## src/hdl/srcf_pkg.sv

```systemverilog
package srcf_pkg;

	localparam int unsigned REASSEMBLY_BYTES = 2560;
	localparam int unsigned MAX_WINDOW = 16;

	typedef enum logic [1:0] {PH_IDLE = 2'd0, PH_SEGREQ = 2'd1, PH_AWAIT = 2'd2,
		PH_SEGCONF = 2'd3} phase_t;

	localparam logic [1:0] OP_CLIENT = 2'd0;
	localparam logic [1:0] OP_PDU = 2'd1;
	localparam logic [1:0] OP_TIMER = 2'd2;

	localparam logic [2:0] PT_CONFREQ = 3'd0;
	localparam logic [2:0] PT_UNCONF = 3'd1;
	localparam logic [2:0] PT_SIMPLEACK = 3'd2;
	localparam logic [2:0] PT_COMPLEXACK = 3'd3;
	localparam logic [2:0] PT_SEGACK = 3'd4;
	localparam logic [2:0] PT_ABORT = 3'd7;

	localparam logic [1:0] DST_NONE = 2'd0;
	localparam logic [1:0] DST_NET = 2'd1;
	localparam logic [1:0] DST_CLIENT = 2'd2;

	localparam logic [2:0] ACT_FORWARD = 3'd0;
	localparam logic [2:0] ACT_REQSEG = 3'd1;
	localparam logic [2:0] ACT_SEGACK = 3'd2;
	localparam logic [2:0] ACT_ABORT = 3'd3;
	localparam logic [2:0] ACT_RESULT = 3'd4;

	localparam logic [2:0] AK_SEGUNSUP = 3'd0;
	localparam logic [2:0] AK_INVALID = 3'd1;
	localparam logic [2:0] AK_TIMEOUT = 3'd2;
	localparam logic [2:0] AK_OVERFLOW = 3'd3;
	localparam logic [2:0] AK_CLIENT = 3'd4;

	localparam logic [2:0] TM_NONE = 3'd0;
	localparam logic [2:0] TM_APDU = 3'd1;
	localparam logic [2:0] TM_SEG = 3'd2;
	localparam logic [2:0] TM_RESTART = 3'd3;
	localparam logic [2:0] TM_STOP = 3'd4;

	localparam logic [2:0] ERR_OK = 3'd0;
	localparam logic [2:0] ERR_BUSY = 3'd1;
	localparam logic [2:0] ERR_BADADDR = 3'd2;
	localparam logic [2:0] ERR_NULLADDR = 3'd3;
	localparam logic [2:0] ERR_IDLEABORT = 3'd4;

	localparam logic [1:0] REG_RETRY = 2'd0;
	localparam logic [1:0] REG_WINDOW = 2'd1;
	localparam logic [1:0] REG_SEGMODE = 2'd2;
	localparam logic [1:0] REG_MAXAPDU = 2'd3;

	typedef struct packed {
		logic [1:0] op;
		logic [2:0] pdu_type;
		logic [1:0] addr_class;
		logic [15:0] pdu_length;
		logic [10:0] peer_max_apdu;
		logic segmented;
		logic more_follows;
		logic [7:0] sequence_req;
		logic [6:0] peer_window;
		logic [7:0] reason_in;
		logic [7:0] new_invoke_id;
	} in_word_t;

	typedef struct packed {
		logic [1:0] dest;
		logic [2:0] action;
		logic [7:0] segment_index;
		logic nak;
		logic [7:0] ack_sequence;
		logic [6:0] ack_window;
		logic [2:0] abort_kind;
		logic [7:0] abort_reason;
		logic [7:0] invoke_id;
		logic [2:0] timer_cmd;
		logic [2:0] error_code;
		logic last;
	} out_word_t;

	function automatic logic [6:0] clamp_win(input logic [6:0] w);
		if (w == 7'd0) return 7'd1;
		if (w > 7'(MAX_WINDOW)) return 7'(MAX_WINDOW);
		return w;
	endfunction

	// controller to datapath
	typedef struct packed {
		logic load;        // latch input word
		logic div_start;   // start segment count division
	} dp_cmd_t;

endpackage

```

## src/hdl/srcf_if.sv

```systemverilog
interface srcf_in_if;
	import srcf_pkg::*;
	logic valid;
	logic ready;
	in_word_t data;
	modport source (output valid, output data, input ready);
	modport sink (input valid, input data, output ready);
endinterface

interface srcf_out_if;
	import srcf_pkg::*;
	logic valid;
	logic ready;
	out_word_t data;
	modport source (output valid, output data, input ready);
	modport sink (input valid, input data, output ready);
endinterface

```

## src/hdl/srcf_div.sv

```systemverilog
module srcf_div
	import srcf_pkg::*;
(
	input logic clk,
	input logic arst_n,
	input logic start,
	input logic [15:0] dividend,
	input logic [10:0] divisor,
	output logic busy,
	output logic [15:0] quotient,
	output logic rem_nz
);
	logic [4:0] cnt_q;
	logic [15:0] quo_q;
	logic [11:0] rem_q;
	logic [11:0] trial;
	logic [12:0] diff;

	assign trial = {rem_q[10:0], quo_q[15]};
	assign diff = {1'b0, trial} - {2'b00, divisor};

	always_ff @(posedge clk or negedge arst_n) begin
		if (!arst_n) begin
			cnt_q <= '0;
			quo_q <= '0;
			rem_q <= '0;
		end else if (start) begin
			cnt_q <= 5'd16;
			quo_q <= dividend;
			rem_q <= '0;
		end else if (cnt_q != 5'd0) begin
			cnt_q <= cnt_q - 5'd1;
			if (!diff[12]) begin
				rem_q <= diff[11:0];
				quo_q <= {quo_q[14:0], 1'b1};
			end else begin
				rem_q <= trial;
				quo_q <= {quo_q[14:0], 1'b0};
			end
		end
	end

	assign busy = (cnt_q != 5'd0);
	assign quotient = quo_q;
	assign rem_nz = (rem_q != 12'd0);
endmodule

```

## src/hdl/srcf_datapath.sv

```systemverilog
module srcf_datapath
	import srcf_pkg::*;
(
	input logic clk,
	input logic arst_n,
	input dp_cmd_t cmd,
	input in_word_t in_word,
	input logic cfg_we,
	input logic [1:0] cfg_index,
	input logic [10:0] cfg_data,
	output in_word_t w_q,
	output logic div_busy,
	output logic [8:0] count,
	output logic [3:0] retry_limit,
	output logic [6:0] proposed_window,
	output logic [1:0] segmentation_mode,
	output logic [10:0] local_max_apdu
);
	logic [3:0] retry_q;
	logic [6:0] pwin_q;
	logic [1:0] mode_q;
	logic [10:0] lmax_q;
	logic [10:0] raw;
	logic [10:0] chunk;
	logic fits;
	logic [15:0] quo;
	logic rnz;
	logic [16:0] cnt_full;

	always_ff @(posedge clk or negedge arst_n) begin
		if (!arst_n) begin
			retry_q <= 4'd3;
			pwin_q <= 7'd1;
			mode_q <= 2'd3;
			lmax_q <= 11'd1476;
		end else if (cfg_we) begin
			unique case (cfg_index)
				REG_RETRY: retry_q <= cfg_data[3:0];
				REG_WINDOW: pwin_q <= cfg_data[6:0];
				REG_SEGMODE: mode_q <= cfg_data[1:0];
				REG_MAXAPDU: lmax_q <= cfg_data;
				default: ;
			endcase
		end
	end

	always_ff @(posedge clk) begin
		if (cmd.load) w_q <= in_word;
	end

	assign raw = (w_q.peer_max_apdu == 11'd0 || w_q.peer_max_apdu > lmax_q)
		? lmax_q : w_q.peer_max_apdu;
	assign fits = ({1'b0, w_q.pdu_length} + 17'd4) <= {6'd0, raw};
	assign chunk = (raw > 11'd6) ? raw - 11'd6 : 11'd1;

	// dividend taken from the incoming word, divisor from the latched word
	srcf_div u_div (
		.clk(clk), .arst_n(arst_n), .start(cmd.div_start),
		.dividend(in_word.pdu_length), .divisor(chunk),
		.busy(div_busy), .quotient(quo), .rem_nz(rnz)
	);

	assign cnt_full = {1'b0, quo} + {16'd0, rnz};
	always_comb begin
		if (fits || cnt_full == 17'd0) count = 9'd1;
		else if (cnt_full > 17'd255) count = 9'd256;
		else count = cnt_full[8:0];
	end

	assign retry_limit = retry_q;
	assign proposed_window = pwin_q;
	assign segmentation_mode = mode_q;
	assign local_max_apdu = lmax_q;
endmodule

```

## src/hdl/srcf_ctrl.sv

```systemverilog
module srcf_ctrl
	import srcf_pkg::*;
(
	input logic clk,
	input logic arst_n,
	srcf_in_if.sink in_ch,
	srcf_out_if.source out_ch,
	input in_word_t w_q,
	input logic div_busy,
	input logic [8:0] count,
	input logic [3:0] retry_limit,
	input logic [6:0] proposed_window,
	input logic [1:0] segmentation_mode,
	input logic [10:0] local_max_apdu,
	output dp_cmd_t cmd
);
	typedef enum logic [2:0] {S_IDLE, S_DIV, S_DECIDE, S_FILL, S_EMIT2} st_t;

	st_t st_q;
	phase_t phase_q;
	logic [7:0] inv_q, tot_q, done_q, wss_q, lrs_q;
	logic [3:0] rr_q, wr_q;
	logic [6:0] win_q;
	logic [11:0] rb_q;
	logic [6:0] fix_q;
	logic [2:0] ftimer_q;
	logic [1:0] e2_dest_q;
	logic [2:0] e2_act_q, e2_kind_q;
	logic ovalid_q;
	out_word_t o_q;

	logic [7:0] diff;
	logic [8:0] done_n;
	logic [12:0] rb_sum;
	logic fill_more;

	assign diff = w_q.sequence_req - wss_q;
	assign done_n = {1'b0, done_q} + {1'b0, diff} + 9'd1;
	assign rb_sum = {1'b0, rb_q} + w_q.pdu_length[12:0];
	assign fill_more = ({1'b0, fix_q} < {1'b0, win_q}) &&
		({1'b0, done_q} + {2'b0, fix_q} < {1'b0, tot_q});

	assign in_ch.ready = (st_q == S_IDLE) && !ovalid_q;
	assign out_ch.valid = ovalid_q;
	assign out_ch.data = o_q;

	always_comb begin
		cmd = '0;
		cmd.load = in_ch.valid && in_ch.ready;
		cmd.div_start = cmd.load;
	end

	function automatic out_word_t mk(input logic [1:0] d, input logic [2:0] a,
			input logic [2:0] k, input logic [2:0] t, input logic [2:0] e,
			input logic [7:0] inv, input logic l);
		out_word_t r;
		r = '0;
		r.dest = d; r.action = a; r.abort_kind = k; r.timer_cmd = t;
		r.error_code = e; r.invoke_id = inv; r.last = l;
		return r;
	endfunction

	always_ff @(posedge clk or negedge arst_n) begin : p_fsm
		st_t st_n;
		logic ovalid_n;
		out_word_t o_n;
		if (!arst_n) begin
			st_q <= S_IDLE; phase_q <= PH_IDLE;
			inv_q <= '0; tot_q <= '0; done_q <= '0; wss_q <= '0; lrs_q <= '0;
			rr_q <= '0; wr_q <= '0; win_q <= 7'd1; rb_q <= '0;
			fix_q <= '0; ftimer_q <= '0; e2_dest_q <= '0; e2_act_q <= '0;
			e2_kind_q <= '0; ovalid_q <= 1'b0; o_q <= '0;
		end else begin
			st_n = st_q;
			ovalid_n = ovalid_q;
			o_n = o_q;
			if (ovalid_q && out_ch.ready) ovalid_n = 1'b0;
			unique case (st_q)
				S_IDLE: if (cmd.load) st_n = S_DIV;
				S_DIV: if (!div_busy) st_n = S_DECIDE;
				S_DECIDE: begin
					st_n = S_IDLE;
					unique case (w_q.op)
						OP_CLIENT: begin
							if (w_q.pdu_type != PT_ABORT && phase_q != PH_IDLE) begin
								o_n = mk(DST_NONE, ACT_FORWARD, 3'd0, TM_NONE, ERR_BUSY, inv_q, 1'b1);
								ovalid_n = 1'b1;
							end else if (w_q.pdu_type == PT_CONFREQ) begin
								ovalid_n = 1'b1;
								if (w_q.addr_class != 2'd1 && w_q.addr_class != 2'd2)
									o_n = mk(DST_NONE, ACT_FORWARD, 3'd0, TM_NONE, ERR_BADADDR, inv_q, 1'b1);
								else if (count > 9'd1 && segmentation_mode[1])
									o_n = mk(DST_CLIENT, ACT_ABORT, AK_SEGUNSUP, TM_NONE, ERR_OK,
										w_q.new_invoke_id, 1'b1);
								else if (count > 9'd255)
									o_n = mk(DST_CLIENT, ACT_ABORT, AK_OVERFLOW, TM_NONE, ERR_OK,
										w_q.new_invoke_id, 1'b1);
								else begin
									o_n = mk(DST_NET, ACT_REQSEG, 3'd0,
										(count == 9'd1) ? TM_APDU : TM_SEG, ERR_OK,
										w_q.new_invoke_id, 1'b1);
									tot_q <= count[7:0]; rr_q <= '0; done_q <= '0; wr_q <= '0;
									wss_q <= '0; win_q <= clamp_win(proposed_window);
									phase_q <= (count == 9'd1) ? PH_AWAIT : PH_SEGREQ;
								end
								if (w_q.addr_class == 2'd1 || w_q.addr_class == 2'd2)
									inv_q <= w_q.new_invoke_id;
							end else if (w_q.pdu_type == PT_UNCONF) begin
								if (w_q.addr_class == 2'd0) begin
									o_n = mk(DST_NONE, ACT_FORWARD, 3'd0, TM_NONE, ERR_NULLADDR, inv_q, 1'b1);
									ovalid_n = 1'b1;
								end else if (w_q.pdu_length <= {5'd0, local_max_apdu}) begin
									o_n = mk(DST_NET, ACT_FORWARD, 3'd0, TM_NONE, ERR_OK, inv_q, 1'b1);
									ovalid_n = 1'b1;
								end
							end else if (w_q.pdu_type == PT_ABORT) begin
								ovalid_n = 1'b1;
								if (phase_q == PH_IDLE)
									o_n = mk(DST_NONE, ACT_FORWARD, 3'd0, TM_NONE, ERR_IDLEABORT, inv_q, 1'b1);
								else begin
									o_n = mk(DST_NET, ACT_ABORT, AK_CLIENT, TM_STOP, ERR_OK, inv_q, 1'b1);
									o_n.abort_reason = w_q.reason_in;
									phase_q <= PH_IDLE;
								end
							end else begin
								o_n = mk(DST_CLIENT, ACT_ABORT, AK_INVALID, TM_NONE, ERR_OK, inv_q, 1'b1);
								ovalid_n = 1'b1;
							end
						end
						OP_PDU: begin
							if (phase_q == PH_SEGREQ || phase_q == PH_AWAIT) begin
								if (w_q.pdu_type == PT_CONFREQ || w_q.pdu_type == PT_UNCONF) begin
									o_n = mk(DST_NET, ACT_ABORT, AK_INVALID, TM_STOP, ERR_OK, inv_q, 1'b0);
									ovalid_n = 1'b1; e2_kind_q <= AK_INVALID;
									e2_dest_q <= DST_CLIENT; e2_act_q <= ACT_ABORT;
									phase_q <= PH_IDLE; st_n = S_EMIT2;
								end else if (w_q.pdu_type == PT_COMPLEXACK) begin
									ovalid_n = 1'b1;
									if (!w_q.segmented) begin
										o_n = mk(DST_CLIENT, ACT_FORWARD, 3'd0, TM_STOP, ERR_OK, inv_q, 1'b1);
										phase_q <= PH_IDLE;
									end else if (w_q.sequence_req != 8'd0) begin
										o_n = mk(DST_NET, ACT_ABORT, AK_INVALID, TM_STOP, ERR_OK, inv_q, 1'b0);
										e2_kind_q <= AK_INVALID; e2_dest_q <= DST_CLIENT;
										e2_act_q <= ACT_ABORT; phase_q <= PH_IDLE; st_n = S_EMIT2;
									end else begin
										rb_q <= (w_q.pdu_length <= 16'(REASSEMBLY_BYTES))
											? w_q.pdu_length[11:0] : 12'd0;
										win_q <= clamp_win(w_q.peer_window);
										o_n = mk(DST_NET, ACT_SEGACK, 3'd0, TM_SEG, ERR_OK, inv_q, 1'b1);
										o_n.ack_window = clamp_win(w_q.peer_window);
										lrs_q <= '0; wss_q <= '0; phase_q <= PH_SEGCONF;
									end
								end else if (w_q.pdu_type == PT_SEGACK) begin
									if (phase_q == PH_SEGREQ) begin
										if ({1'b0, diff} >= {2'b0, win_q}) begin
											o_n = mk(DST_NONE, ACT_FORWARD, 3'd0, TM_RESTART, ERR_OK, inv_q, 1'b1);
											ovalid_n = 1'b1;
										end else if (done_n >= {1'b0, tot_q}) begin
											done_q <= tot_q; phase_q <= PH_AWAIT;
											o_n = mk(DST_NONE, ACT_FORWARD, 3'd0, TM_APDU, ERR_OK, inv_q, 1'b1);
											ovalid_n = 1'b1;
										end else begin
											done_q <= done_n[7:0]; wss_q <= done_n[7:0];
											win_q <= clamp_win(w_q.peer_window);
											fix_q <= '0; ftimer_q <= TM_RESTART; st_n = S_FILL;
										end
									end
								end else begin
									o_n = mk(DST_CLIENT, ACT_FORWARD, 3'd0, TM_STOP, ERR_OK, inv_q, 1'b1);
									ovalid_n = 1'b1; phase_q <= PH_IDLE;
								end
							end else if (phase_q == PH_SEGCONF) begin
								ovalid_n = 1'b1;
								if (w_q.pdu_type <= PT_SIMPLEACK || w_q.pdu_type == PT_SEGACK ||
										(w_q.pdu_type == PT_COMPLEXACK && !w_q.segmented)) begin
									o_n = mk(DST_NET, ACT_ABORT, AK_INVALID, TM_STOP, ERR_OK, inv_q, 1'b0);
									e2_kind_q <= AK_INVALID; e2_dest_q <= DST_CLIENT;
									e2_act_q <= ACT_ABORT; phase_q <= PH_IDLE; st_n = S_EMIT2;
								end else if (w_q.pdu_type != PT_COMPLEXACK) begin
									o_n = mk(DST_CLIENT, ACT_FORWARD, 3'd0, TM_STOP, ERR_OK, inv_q, 1'b1);
									phase_q <= PH_IDLE;
								end else if (w_q.sequence_req != lrs_q + 8'd1) begin
									o_n = mk(DST_NET, ACT_SEGACK, 3'd0, TM_RESTART, ERR_OK, inv_q, 1'b1);
									o_n.nak = 1'b1; o_n.ack_sequence = lrs_q;
									o_n.ack_window = win_q; wss_q <= lrs_q;
								end else if ({1'b0, rb_q} + {1'b0, w_q.pdu_length} >
										17'(REASSEMBLY_BYTES)) begin
									o_n = mk(DST_NET, ACT_ABORT, AK_OVERFLOW, TM_STOP, ERR_OK, inv_q, 1'b0);
									e2_kind_q <= AK_OVERFLOW; e2_dest_q <= DST_CLIENT;
									e2_act_q <= ACT_ABORT; phase_q <= PH_IDLE; st_n = S_EMIT2;
								end else begin
									rb_q <= rb_sum[11:0];
									lrs_q <= lrs_q + 8'd1;
									if (!w_q.more_follows) begin
										o_n = mk(DST_NET, ACT_SEGACK, 3'd0, TM_STOP, ERR_OK, inv_q, 1'b0);
										o_n.ack_sequence = lrs_q + 8'd1; o_n.ack_window = win_q;
										e2_kind_q <= AK_SEGUNSUP; e2_dest_q <= DST_CLIENT;
										e2_act_q <= ACT_RESULT; phase_q <= PH_IDLE; st_n = S_EMIT2;
									end else if (w_q.sequence_req == wss_q + 8'(win_q)) begin
										o_n = mk(DST_NET, ACT_SEGACK, 3'd0, TM_RESTART, ERR_OK, inv_q, 1'b1);
										o_n.ack_sequence = lrs_q + 8'd1; o_n.ack_window = win_q;
										wss_q <= lrs_q + 8'd1;
									end else ovalid_n = 1'b0;
								end
							end
						end
						OP_TIMER: begin
							if (phase_q == PH_SEGREQ && wr_q < retry_limit) begin
								wr_q <= wr_q + 4'd1; fix_q <= '0; ftimer_q <= TM_SEG; st_n = S_FILL;
							end else if (phase_q == PH_AWAIT && rr_q < retry_limit) begin
								rr_q <= rr_q + 4'd1; done_q <= '0; wr_q <= '0; wss_q <= '0;
								win_q <= 7'd1;
								phase_q <= (tot_q <= 8'd1) ? PH_AWAIT : PH_SEGREQ;
								o_n = mk(DST_NET, ACT_REQSEG, 3'd0,
									(tot_q <= 8'd1) ? TM_APDU : TM_SEG, ERR_OK, inv_q, 1'b1);
								ovalid_n = 1'b1;
							end else if (phase_q != PH_IDLE) begin
								o_n = mk(DST_CLIENT, ACT_ABORT, AK_TIMEOUT, TM_NONE, ERR_OK, inv_q, 1'b1);
								ovalid_n = 1'b1; phase_q <= PH_IDLE;
							end
						end
						default: ;
					endcase
				end
				S_FILL: begin
					// one segment per cycle while the output is not held; last flag looks ahead one step
					if (!ovalid_q || out_ch.ready) begin
						if (fill_more) begin
							o_n = mk(DST_NET, ACT_REQSEG, 3'd0,
								(fix_q == 7'd0) ? ftimer_q : TM_NONE, ERR_OK, inv_q, 1'b0);
							o_n.segment_index = done_q + 8'(fix_q);
							o_n.last = !(({1'b0, fix_q} + 8'd1 < {1'b0, win_q}) &&
								({1'b0, done_q} + {2'b0, fix_q} + 9'd1 < {1'b0, tot_q}));
							ovalid_n = 1'b1;
							fix_q <= fix_q + 7'd1;
						end else st_n = S_IDLE;
					end
				end
				S_EMIT2: begin
					if (out_ch.ready) begin
						o_n = mk(e2_dest_q, e2_act_q, (e2_act_q == ACT_ABORT) ? e2_kind_q : 3'd0,
							TM_NONE, ERR_OK, inv_q, 1'b1);
						ovalid_n = 1'b1; st_n = S_IDLE;
					end
				end
				default: st_n = S_IDLE;
			endcase
			st_q <= st_n;
			ovalid_q <= ovalid_n;
			o_q <= o_n;
		end
	end
endmodule

```

## src/hdl/segmented_request_client_fsm_core.sv

```systemverilog
// segmented request client transaction controller
// channels: in_ch carries one event word (client request, network pdu or
// timer expiry); out_ch carries result words, the final word of an event has
// last set. cfg_we/cfg_index/cfg_data write retry_limit, proposed_window,
// segmentation_mode and local_max_apdu; write only while idle.
// sequence: accepting an event latches it and starts the segment count
// divider, which yields one quotient bit per cycle; the decide state then
// produces the first result word.
// flow: one event at a time; window fill emits one segment word per cycle
// while the output is not held.
// reset: arst_n clears phase to idle, all counters to zero, window to one and
// loads the register defaults (3, 1, 3, 1476).
// stall: a held output word stalls the fill sequence and the second word of
// a two-word result; no input is taken until all words of an event are gone.
module segmented_request_client_fsm_core
	import srcf_pkg::*;
(
	input logic clk,
	input logic arst_n,
	srcf_in_if.sink in_ch,
	srcf_out_if.source out_ch,
	input logic cfg_we,
	input logic [1:0] cfg_index,
	input logic [10:0] cfg_data
);
	dp_cmd_t cmd;
	in_word_t w_q;
	logic div_busy;
	logic [8:0] count;
	logic [3:0] retry_limit;
	logic [6:0] proposed_window;
	logic [1:0] segmentation_mode;
	logic [10:0] local_max_apdu;

	// datapath: registers, latched word, segment count divider
	srcf_datapath u_dp (
		.clk(clk), .arst_n(arst_n), .cmd(cmd), .in_word(in_ch.data),
		.cfg_we(cfg_we), .cfg_index(cfg_index), .cfg_data(cfg_data),
		.w_q(w_q), .div_busy(div_busy), .count(count),
		.retry_limit(retry_limit), .proposed_window(proposed_window),
		.segmentation_mode(segmentation_mode), .local_max_apdu(local_max_apdu)
	);

	// controller: transaction state and result sequencing
	srcf_ctrl u_ctrl (
		.clk(clk), .arst_n(arst_n), .in_ch(in_ch), .out_ch(out_ch),
		.w_q(w_q), .div_busy(div_busy), .count(count),
		.retry_limit(retry_limit), .proposed_window(proposed_window),
		.segmentation_mode(segmentation_mode), .local_max_apdu(local_max_apdu),
		.cmd(cmd)
	);

	// no new word while results are pending
	a_no_accept_when_out: assert property (@(posedge clk) disable iff (!arst_n)
		out_ch.valid |-> !in_ch.ready) else $error("input taken while output pending");
	// divider starts only on accept
	a_div_on_load: assert property (@(posedge clk) disable iff (!arst_n)
		cmd.div_start |-> cmd.load) else $error("divider started without accept");
	// after accept a result cannot appear in the next cycle
	a_no_early: assert property (@(posedge clk) disable iff (!arst_n)
		(in_ch.valid && in_ch.ready) |=> !out_ch.valid) else $error("early result");
endmodule
```

## src/flat_wrapper.sv

```systemverilog
// flat-port wrapper written by rule: the top's interface ports become plain ports
module segmented_request_client_fsm_core_flat import srcf_pkg::*;
  (clk, arst_n, cfg_we, cfg_index, cfg_data, in_ch_valid, in_ch_data, in_ch_ready, out_ch_valid, out_ch_data, out_ch_ready);
  srcf_in_if in_ch_i ();
  srcf_out_if out_ch_i ();
  input logic clk;
  input logic arst_n;
  input logic cfg_we;
  input logic [1:0] cfg_index;
  input logic [10:0] cfg_data;
  input wire logic [$bits(in_ch_i.valid)-1:0] in_ch_valid;
  input wire logic [$bits(in_ch_i.data)-1:0] in_ch_data;
  output wire logic [$bits(in_ch_i.ready)-1:0] in_ch_ready;
  output wire logic [$bits(out_ch_i.valid)-1:0] out_ch_valid;
  output wire logic [$bits(out_ch_i.data)-1:0] out_ch_data;
  input wire logic [$bits(out_ch_i.ready)-1:0] out_ch_ready;
  assign in_ch_i.valid = in_ch_valid;
  assign in_ch_i.data = in_ch_data;
  assign in_ch_ready = in_ch_i.ready;
  assign out_ch_valid = out_ch_i.valid;
  assign out_ch_data = out_ch_i.data;
  assign out_ch_i.ready = out_ch_ready;
  segmented_request_client_fsm_core u_core (.clk(clk), .arst_n(arst_n), .in_ch(in_ch_i), .out_ch(out_ch_i), .cfg_we(cfg_we), .cfg_index(cfg_index), .cfg_data(cfg_data));
endmodule
```

## config.mk

```make
export PLATFORM = sky130hd
export DESIGN_NAME = segmented_request_client_fsm_core_flat
export DESIGN_NICKNAME = d
export VERILOG_FILES = /design/src/hdl/srcf_pkg.sv /design/src/hdl/srcf_if.sv /design/src/hdl/srcf_div.sv /design/src/hdl/srcf_datapath.sv /design/src/hdl/srcf_ctrl.sv /design/src/hdl/segmented_request_client_fsm_core.sv /design/src/flat_wrapper.sv
export SDC_FILE = /design/constraint.sdc
export NUM_CORES = 1
export LEC_CHECK = 0
export BUFFER_PORTS_ARGS = -buffer_cell sky130_fd_sc_hd__buf_2
export CAP_MARGIN = 25
export CORE_ASPECT_RATIO = 1.1
export CORE_MARGIN = 5
export CORE_UTILIZATION = 45
export DETAILED_ROUTE_END_ITERATION = 10
export PLACE_DENSITY = 0.65
export SYNTH_ARGS = -nofsm -noshare
export SYNTH_HDL_FRONTEND = slang
export SYNTH_SLANG_ARGS = --single-unit
```

## constraint.sdc

```tcl
create_clock -name clk -period 7.15 [get_ports clk]
set_clock_uncertainty 0.15 [all_clocks]
set_input_delay 0.3575 -clock clk [delete_from_list [all_inputs] [get_ports clk]]
set_output_delay 0.3575 -clock clk [all_outputs]
set_load 0.02 [all_outputs]
```

==> results of run 1 <==
## state kept, by name, summed over array words and instances, names as in the netlist, 8 cells and up
name	cells
u_core.u_dp.u_div.rem_q	12
u_core.u_ctrl.out_ch.data	55
u_core.u_dp.w_q	67
u_core.u_dp.u_div.quotient	16
u_core.u_ctrl.rb_q	12
u_core.u_ctrl.lrs_q	8
u_core.u_ctrl.inv_q	8
u_core.u_ctrl.wss_q	8
u_core.u_dp.local_max_apdu	11
u_core.u_ctrl.done_q	8
u_core.u_ctrl.tot_q	8
## cells in the mapped netlist (all sizes together) (7+ instances only)
cell type / n / area share (%)
and3: 15 / 0.54
o21ai: 112 / 3.1
o31ai: 20 / 0.82
o211ai: 8 / 0.33
nand4: 21 / 0.72
buf: 22 / 0.68
inv: 134 / 2.7
a21oi: 103 / 2.9
dfrtp: 187 / 26
nand2: 185 / 3.8
xor2: 38 / 1.8
o21a: 16 / 0.66
a22o: 10 / 0.48
o21bai: 8 / 0.33
nand2b: 26 / 0.89
xnor2: 54 / 2.6
nor4b: 8 / 0.42
a211oi: 22 / 1.0
dfstp: 10 / 1.4
o2111ai: 7 / 0.33
nor4: 25 / 0.89
a2111oi: 11 / 0.63
nand3: 72 / 2.0
a211o: 15 / 0.72
nor3: 29 / 0.79
mux2i: 55 / 3.0
edfxtp: 67 / 11
a31oi: 27 / 0.92
a22oi: 12 / 0.49
clkbuf: 51 / 1.0
and2: 9 / 0.31
nor2b: 12 / 0.41
ha: 154 / 11
a21o: 33 / 1.4
mux2: 88 / 5.6
nor2: 148 / 3.0
or3: 10 / 0.37
o22ai: 11 / 0.38
or2: 7 / 0.24
## worst paths after layout
kind / start / endpoint / depth (start not counted)
worst max-delay path: u_core.u_dp.local_max_apdu[6] / u_core.u_dp.u_div.rem_q[3] / 25
worst min-delay path: cfg_index[1] / u_core.u_dp.retry_limit[1] / 4
worst max register to register: u_core.u_dp.local_max_apdu[6] / u_core.u_dp.u_div.rem_q[3] / 25
worst min register to register: u_core.u_ctrl.e2_dest_q[1] / u_core.u_ctrl.e2_dest_q[1] / 1
max in group asynchronous: arst_n / u_core.u_ctrl.out_ch.data[43] / 4
min in group asynchronous: arst_n / u_core.u_dp.u_div.rem_q[4] / 2
## stage by stage
| stage | utilization, % | instances | setup WS [ps] | power, W |
|---|---|---|---|---|
| 3_5_place_dp | 48.5 | 2542 | 691 | 0.00622 |
| 4_1_cts | 53.4 | 2684 | 646 | 0.00809 |
| 5_1_grt | 53.6 | 2687 | 138 | 0.00866 |
| 3_3_place_gp | 48.5 | 2542 | 864 | 0.00611 |
| 2_1_floorplan | - | 1942 | 741 | 0.00514 |
| 6_report | 53.6 | 2687 | 524 | 0.00810 |
## per-layer routing
| layer | vias to the layer above | track usage [%] |
|---|---|---|
| met1 | 7656 | 30.3 |
| met3 | 136 | 4.08 |
| met2 | 531 | 39.7 |
| met5 | - | 0 |
| li1 | 7497 | - |
| met4 | 0 | 9.03 |
## what timing repair did
| action | in CTS | in global routing |
|---|---|---|
| hold buffers | 80 | 0 |
| resized for setup | 0 | 0 |
| hold endpoints to repair | 212 | 0 |
## worst register-to-register path, delay by kind of cell, from the launching register on
kind                       cells  cell delay [ps]
AOI/OAI and AO/OA              9             1700
adders and majority gates      4             1100
buffers and inverters          5              530
DFF                            1              570
muxes                          2              520
and+or+nand+nor                5             1930
## logic make-up after synthesis
group           Yosys count  share of synthesized area, %
mux                     143                          8.58
fa+ha+maj               160                          11.2
flops                   264                          37.9
buf+inv                 208                          4.49
simple gates            598                          15.8
xor+xnor                 92                          4.40
compound gates          477                          17.7
## cell type report
class	instances	area (µm²)
Inverter	135	508
Tap cell	513	642
Sequential cell	264	6950
Clock inverter	21	208
Fill cell	3668	18700
Multi-Input combinational cell	1470	10600
Timing Repair Buffer	243	1750
Clock buffer	41	951
## power by group
| part | internal, W | switching, W | total (W) |
|---|---|---|---|
| Sequential | 0.00194 | 0.000412 | 0.00236 |
| Combinational | 0.00162 | 0.00234 | 0.00395 |
| Clock | 0.00107 | 0.000720 | 0.00179 |
==> key figures, run 1 <==
Detailed routing
  • WL met3: 3.21 mm
  • Drt pass-1 iters: 6
  • ANT nets after route: 0
  • Met2 WL: 25.8 mm
  • Wire length per cell: 20.1 µm
  • Initial drt markers: 1158
  • Vias: 15800
  • Vias per inst: 5.89
  • Routed wire length: 54.0 mm
  • Met1 wire length: 22.7 mm
  • Top layer in use: met4
  • DR DRC count: 0

Synthesis
  • EDFF count, synth: 67
  • Yosys warns: 0
  • Post-synthesis sequential area ratio: 37.9%
  • Syn Nets: 2187
  • Synth async-reset ratio: 74.6%
  • FF+latch count, synth: 264
  • Syn Inst Count: 1942
  • Synth Cell Area: 18300 µm²
  • Synth cell types: 95
  • Syn Area/Cell: 9.44 µm²
  • Ys flop type: dfrtp_1

Placed design
  • Port Buf Inserts: 141
  • Dpl cell area: 19500 µm²
  • Placer's final routability congestion estimate: 0.941
  • HPWL Detailed: 40.2 mm

Clock network
  • Clock tree buffer depth: 3
  • CTS H-Tree Depth: 2
  • Clk_lat worst skew: 550 ps
  • Reg clk slew, reported paths: 60 ps
  • Clock Sinks: 264
  • Root Buffer: clkbuf_16
  • CTS tree: built
  • Post-CTS Setup Inserts: 0
  • Total CTS buffers: 34

Job
  • Max-cap violation count: 0

Floorplanning
  • Die height: 222 µm
  • Starting density of the core: 45.5%
  • Ports: 142
  • Core Rows: 77
  • Die area: 44900 µm²
  • Die Width: 202 µm
  • Core area: 40300 µm²

STA
  • RSZ-0062 raised after global routing: false
  • Final setup fails: 0
  • Slew Limit Fails: 0
  • Least-Margin Pin Slew: 914 ps
  • TNS Setup: 0 ps
  • Final period util: 92.7%
  • Relative slew slack: 37.5%
  • F_max: 151 MHz
  • Fin crit period: 6630 ps
  • Minimum hold slack: 44.7 ps
  • Final Hold Vio Count: 0

Final layout
  • Share of cells above drive strength 1: 15.5%
  • Most frequent cells in the layout: dfrtp_1, nand2_1, ha_1, nor2_1, buf_2
  • P&R area growth vs syn: 17.7%
  • Design area: 21600 µm²
  • Ant diodes: 0
  • Commonest non-fill, non-tap cell in the layout: dfrtp_1
  • NumNets Final: 2393

Global route
  • GRT Overall Usage: 23.5%
  • First-pass GRT wire length: 85.7 mm
  • Final global-route overflow total: 0
  • Number of global-route vias before repair: 15600
  • Initial antenna violation count: 0
  • Pin count of the biggest net entering global routing: 122

Setup path
  • CP peak stage delay: 790 ps
  • Arrival @ worst endpoint: 6900 ps
  • R2r setup slk: 520 ps
  • Critical path fanouts, max: 8
  • Kind of critical path: reg -> reg
  • Crit-path slowest cell: nor4_1
  • CP delay by family, top: simple AND/OR/NAND/NOR gates
  • Critical Path Start Type: flip-flop
  • Most frequent CP cell: inv_1
  • Crit path buffers/inverters: 5
  • Setup crit end kind: flip-flop
  • Worst EP required: 7420 ps

Power
  • Power Density: 375 nW/µm²
  • Static leakage: 9.64 nW
  • Max IR drop VDD: 0.362 mV

Status
  • Outcome: completed

Worst hold path
  • Min-delay worst type: in -> reg
Power figures use the tool's default switching activity.
==> run 2, diff against run 1 <==
--- a/config.mk
+++ b/config.mk
@@ -5,13 +5,13 @@
 export SDC_FILE = /design/constraint.sdc
 export NUM_CORES = 1
 export LEC_CHECK = 0
-export BUFFER_PORTS_ARGS = -buffer_cell sky130_fd_sc_hd__buf_2
 export CAP_MARGIN = 25
 export CORE_ASPECT_RATIO = 1.1
 export CORE_MARGIN = 5
-export CORE_UTILIZATION = 45
+export CORE_UTILIZATION = 25
 export DETAILED_ROUTE_END_ITERATION = 10
-export PLACE_DENSITY = 0.65
+export DONT_BUFFER_PORTS = 1
+export PLACE_DENSITY = 0.4
 export SYNTH_ARGS = -nofsm -noshare
 export SYNTH_HDL_FRONTEND = slang
 export SYNTH_SLANG_ARGS = --single-unit
==> constraint.sdc (replaced) <==
create_clock -name clk -period 7.15 [get_ports clk]
set_clock_uncertainty 0.15 [all_clocks]
set_input_delay 1.0725 -clock clk [delete_from_list [all_inputs] [get_ports clk]]
set_output_delay 1.0725 -clock clk [all_outputs]
set_load 0.02 [all_outputs]
==> key figures, run 2 (synthesis gave the netlist of run 1 again) <==
Floorplanning
  • Die Width: 268 µm
  • Core Rows: 104
  • Ports: 142
  • Die height: 294 µm
  • Starting density of the core: 25.1%
  • Die area: 78800 µm²
  • Core area: 73000 µm²

Clock network
  • Clock Sinks: 264
  • Root Buffer: clkbuf_16
  • Hold_buf cts: 0
  • CTS H-Tree Depth: 2
  • Clk_lat worst skew: 560 ps
  • Clock tree buffer depth: 3
  • Reg clk slew, reported paths: 60 ps
  • Post-CTS Setup Inserts: 0
  • Total CTS buffers: 36
  • Post-cts resize count: 0
  • CTS tree: built

Setup path
  • Most frequent CP cell: inv_1
  • Kind of critical path: reg -> reg
  • Critical path fanouts, max: 12
  • Arrival @ worst endpoint: 6710 ps
  • Setup crit end kind: flip-flop
  • Crit-path slowest cell: dfstp_2
  • Worst EP required: 7490 ps
  • Critical Path Start Type: flip-flop
  • CP peak stage delay: 560 ps

Global route
  • Final global-route overflow total: 0
  • Initial antenna violation count: 0
  • First-pass GRT wire length: 94.9 mm
  • Pin count of the biggest net entering global routing: 198
  • GRT Overall Usage: 15.6%
  • Number of global-route vias before repair: 14900

Final layout
  • Largest Register: u_core.u_dp.w_q
  • Final Non-Filler Cells: 2911
  • NumNets Final: 2172
  • Register area: 6950 µm²
  • Multi-input combinational cell area: 10600 µm²
  • P&R area growth vs syn: 12.5%
  • Most frequent cells in the layout: dfrtp_1, nand2_1, ha_1, nor2_1, inv_1
  • Filler Cells Inserted: 7631
  • Commonest non-fill, non-tap cell in the layout: dfrtp_1
  • Share of cells above drive strength 1: 10.2%
  • Max reg flops: 67

Detailed routing
  • Routed wire length: 62.7 mm
  • Initial drt markers: 998
  • Vias: 14900
  • ANT nets after route: 0
  • Drt pass-1 iters: 5
  • DR DRC count: 0
  • Vias per inst: 5.13
  • Wire length per cell: 21.6 µm

Placed design
  • Cells after DPL: 2843
  • Placer's final routability congestion estimate: 0.883
  • Port Buf Inserts: 0
  • HPWL Detailed: 47.9 mm

Worst hold path
  • Min-delay worst type: in -> async

STA
  • Slew Limit Fails: 0
  • Final Hold Vio Count: 0
  • Fin crit period: 6370 ps
  • F_max: 157 MHz
  • RSZ-0062 raised after global routing: false
  • Final setup fails: 0
  • Least-Margin Pin Slew: 974 ps
  • TNS Setup: 0 ps
  • Relative slew slack: 34.4%
  • Final period util: 89.1%

Power
  • Power Density: 392 nW/µm²
  • Static leakage: 8.70 nW
  • Max IR drop VDD: 0.309 mV

Status
  • Outcome: completed

Job
  • Max-cap violation count: 0
run 2: changes by cell type in the layout (fill, tap and decap cells not counted), moves of 2 or more:
cell	before	now
buf_16	3	1
buf_2	140	0
clkbuf_8	2	8
clkinvlp_4	6	1
diode_2	0	2
dlygate4sd3_1	80	0
inv_6	0	3
run 2: where the power goes:
part,leakage [nW],switching (W),internal (W)
registers,3.21,0.000556,0.00194
logic,4.88,0.00221,0.00152
clock network,0.604,0.000749,0.00111
total,8.70,0.00352,0.00457
run 2: worst max-delay path: cells and delay by family, from the launching register on:
kind            cells  cell delay [ps]
compound gates      9             1810
fa+ha+maj           4             1110
buf+inv             5              520
flops               1              560
mux                 2              670
simple gates        6             1470
run 2: metal layers:
layer / track usage, % / vias up / routed length, µm
li1: - / 7086 / -
met1: 19.6 / 7400 / 26600
met2: 27.0 / 358 / 30900
met3: 3.12 / 92 / 3350
met4: 4.74 / 0 / 1920
met5: 0 / - / 0
run 2: layout make-up:
cell class / count / area share, %
Multi-Input combinational cell: 1470 / 51.3
Sequential cell: 264 / 33.7
Tap cell: 954 / 5.79
Clock buffer: 49 / 5.10
Inverter: 135 / 2.46
Timing Repair Buffer: 20 / 0.826
Clock inverter: 17 / 0.783
Antenna cell: 2 / 0.0243
run 2: worst paths after layout:
kind                                               start                        endpoint  slack [ps]  cells after the start
setup / recovery           u_core.u_dp.local_max_apdu[6]      u_core.u_dp.u_div.rem_q[0]         780                     26
hold / removal                                    arst_n          u_core.u_ctrl.inv_q[1]          90                      0
setup reg to reg           u_core.u_dp.local_max_apdu[6]      u_core.u_dp.u_div.rem_q[0]         780                     26
hold reg to reg               u_core.u_ctrl.e2_dest_q[1]      u_core.u_ctrl.e2_dest_q[1]         320                      1
max in group asynchronous                         arst_n  u_core.u_dp.proposed_window[0]        6340                      0
min in group clk              u_core.u_ctrl.e2_dest_q[1]      u_core.u_ctrl.e2_dest_q[1]         320                      1
run 2: metrics by stage:
| step | hold slack [ps] | instance area, µm² | util, % | setup slack [ps] | power [W] |
|---|---|---|---|---|---|
| 2_1_floorplan | 285 | 18300 | - | 741 | 0.00514 |
| 3_3_place_gp | 307 | 19400 | 26.5 | 888 | 0.00623 |
| 3_5_place_dp | 306 | 19400 | 26.6 | 826 | 0.00626 |
| 4_1_cts | 49.4 | 20600 | 28.2 | 793 | 0.00820 |
| 5_1_grt | 54.8 | 20600 | 28.2 | 184 | 0.00870 |
| 6_report | 93.6 | 20600 | 28.2 | 779 | 0.00809 |
==> run 3, diff against run 2 <==
--- a/config.mk
+++ b/config.mk
@@ -5,13 +5,13 @@
 export SDC_FILE = /design/constraint.sdc
 export NUM_CORES = 1
 export LEC_CHECK = 0
+export BUFFER_PORTS_ARGS = -buffer_cell sky130_fd_sc_hd__buf_2
 export CAP_MARGIN = 25
 export CORE_ASPECT_RATIO = 1.1
 export CORE_MARGIN = 5
 export CORE_UTILIZATION = 25
 export DETAILED_ROUTE_END_ITERATION = 10
-export DONT_BUFFER_PORTS = 1
-export PLACE_DENSITY = 0.4
+export PLACE_DENSITY = 0.42
 export SYNTH_ARGS = -nofsm -noshare
 export SYNTH_HDL_FRONTEND = slang
 export SYNTH_SLANG_ARGS = --single-unit
==> constraint.sdc (replaced) <==
create_clock -name clk -period 7.15 [get_ports clk]
set_clock_uncertainty 0.15 [all_clocks]
set_input_delay 1.43 -clock clk [delete_from_list [all_inputs] [get_ports clk]]
set_output_delay 1.43 -clock clk [all_outputs]
set_load 0.02 [all_outputs]
==> key figures, run 3 (synthesis gave the netlist of run 1 again) <==
Status
  • Outcome: completed

Placed design
  • Port Buf Inserts: 141
  • DP Worst Slack: 321 ps
  • HPWL Detailed: 47.3 mm
  • Placer's final routability congestion estimate: 0.901

Floorplanning
  • Starting density of the core: 25.1%
  • Core area: 73000 µm²
  • Die area: 78800 µm²
  • Die Width: 268 µm
  • Ports: 142
  • Die height: 294 µm
  • Core Rows: 104

Worst hold path
  • Hold EP: u_core.u_ctrl.e2_dest_q[1]
  • Min-delay worst type: reg -> reg
  • WHS Path Cells: 1
  • Worst hold start: u_core.u_ctrl.e2_dest_q[1]

Detailed routing
  • Drt pass-1 iters: 5
  • Vias: 15300
  • ANT nets after route: 0
  • Vias per inst: 5.03
  • Wire length per cell: 20.4 µm
  • Initial drt markers: 1156
  • Routed wire length: 62.1 mm
  • DR DRC count: 0

STA
  • F_max: 152 MHz
  • Slew Limit Fails: 0
  • Final setup fails: 0
  • Least-Margin Pin Slew: 997 ps
  • TNS Setup: 0 ps
  • Minimum hold slack: 312 ps
  • Fin crit period: 6580 ps
  • Fin worst setup slack: 571 ps
  • Final Hold Vio Count: 0
  • RSZ-0062 raised after global routing: false
  • Relative slew slack: 32.9%
  • Final period util: 92.0%

Global route
  • Final global-route overflow total: 0
  • GRT Overall Usage: 15.4%
  • First-pass GRT wire length: 95.2 mm
  • Pin count of the biggest net entering global routing: 115
  • Initial antenna violation count: 2
  • Number of global-route vias before repair: 15500

Clock network
  • CTS tree: built
  • CTS H-Tree Depth: 2
  • Hold_buf cts: 0
  • Root Buffer: clkbuf_16
  • Reg clk slew, reported paths: 60 ps
  • Clock Sinks: 264
  • Clock tree buffer depth: 3
  • Clk_lat worst skew: 560 ps
  • Total CTS buffers: 36

Power
  • Power Density: 382 nW/µm²
  • Static leakage: 9.30 nW
  • Max IR drop VDD: 0.171 mV
  • Total power: 0.00814 W

Final layout
  • Filler Cells Inserted: 7710
  • Final Util: 29.2%
  • Max reg flops: 67
  • Most frequent cells in the layout: dfrtp_1, nand2_1, ha_1, nor2_1, buf_2
  • NumNets Final: 2312
  • Register area: 6950 µm²
  • Largest Register: u_core.u_dp.w_q
  • P&R area growth vs syn: 16.3%
  • Commonest non-fill, non-tap cell in the layout: dfrtp_1
  • Multi-input combinational cell area: 10600 µm²
  • Share of cells above drive strength 1: 15.8%

Setup path
  • Setup crit end kind: flip-flop
  • Worst R2R Start: u_core.u_dp.local_max_apdu[6]
  • R2r setup slk: 570 ps
  • Kind of critical path: reg -> reg
  • Critical Path Start Type: flip-flop
  • Critical path fanouts, max: 12
  • R2R cell count: 24
  • Worst EP required: 7480 ps
  • Reg2reg end: u_core.u_dp.u_div.rem_q[0]
  • Arrival @ worst endpoint: 6910 ps

Job
  • Max-cap violation count: 0
## run 3: cell count changes in the layout (fill, tap and decap cells not counted), moves of 2 or more
cell / change
buf_12: +2
buf_2: +140
buf_4: -3
clkbuf_1: +5
clkbuf_8: -4
clkinv_1: +4
clkinv_2: -2
clkinv_4: -2
nand2_2: +2
## run 3: cell type report
class / count / area share, %
clock buffer: 49 / 4.70
timing repair buffer: 160 / 4.23
tap: 954 / 5.60
clock inverter: 17 / 0.805
antenna: 2 / 0.0235
inverter: 135 / 2.38
multi-input combinational: 1470 / 49.6
sequential: 264 / 32.6
## run 3: worst max-delay path by stage
stage,start,to,depth (start not counted)
final,u_core.u_dp.local_max_apdu[6],u_core.u_dp.u_div.rem_q[0],24
after global routing,u_core.u_dp.local_max_apdu[6],u_core.u_dp.u_div.rem_q[0],25
after CTS,u_core.u_dp.local_max_apdu[6],u_core.u_dp.u_div.rem_q[0],24
after detailed placement,u_core.u_dp.local_max_apdu[6],u_core.u_dp.u_div.rem_q[0],24
after global placement,u_core.u_dp.local_max_apdu[6],u_core.u_dp.u_div.rem_q[0],24
after floorplan,u_core.u_dp.local_max_apdu[6],u_core.u_dp.u_div.quotient[0],28
## run 3: metal layers
layer	GRT usage (%)	up-vias	part of all wire [%]	wire length (µm)
met1	20.6	7507	45	28000
met3	2.37	89	4.2	2610
met4	4.61	0	2.9	1790
li1	-	7379	-	-
met2	25.9	363	48	29700
met5	0	-	0	0
## run 3: report_power, final
part / switching [W] / internal (W)
logic: 0.00236 / 0.00158
clock network: 0.000731 / 0.00109
registers: 0.000436 / 0.00194
## run 3: repair_timing
item                                    CTS  global route
gates resized for setup                   0             3
setup buffers                             0             0
endpoints found under the setup margin    0            11
## run 3: worst max-delay path, cell delays in order (launching register included)
cell	delay (ps)
dfstp_2	570
inv_1	80
ha_1	220
nor4_1	700
a211o_1	380
nand2_1	150
mux2i_1	320
inv_1	80
ha_1	250
inv_1	70
a31oi_1	40
or4b_1	700
nand3_1	160
ha_1	150
inv_1	50
fa_1	390
a21o_1	170
a21oi_1	210
o21bai_1	80
a21o_1	210
a211oi_1	360
o21ai_0	170
nand2_2	300
mux2_2	380
o21ai_0	150
## run 3: through the flow
step	area [µm²]	std cells
CTS	21300	3048
global placement	20100	2982
finish	21300	3051
detailed placement	20100	2982
global route	21300	3049
floorplan	18300	1942
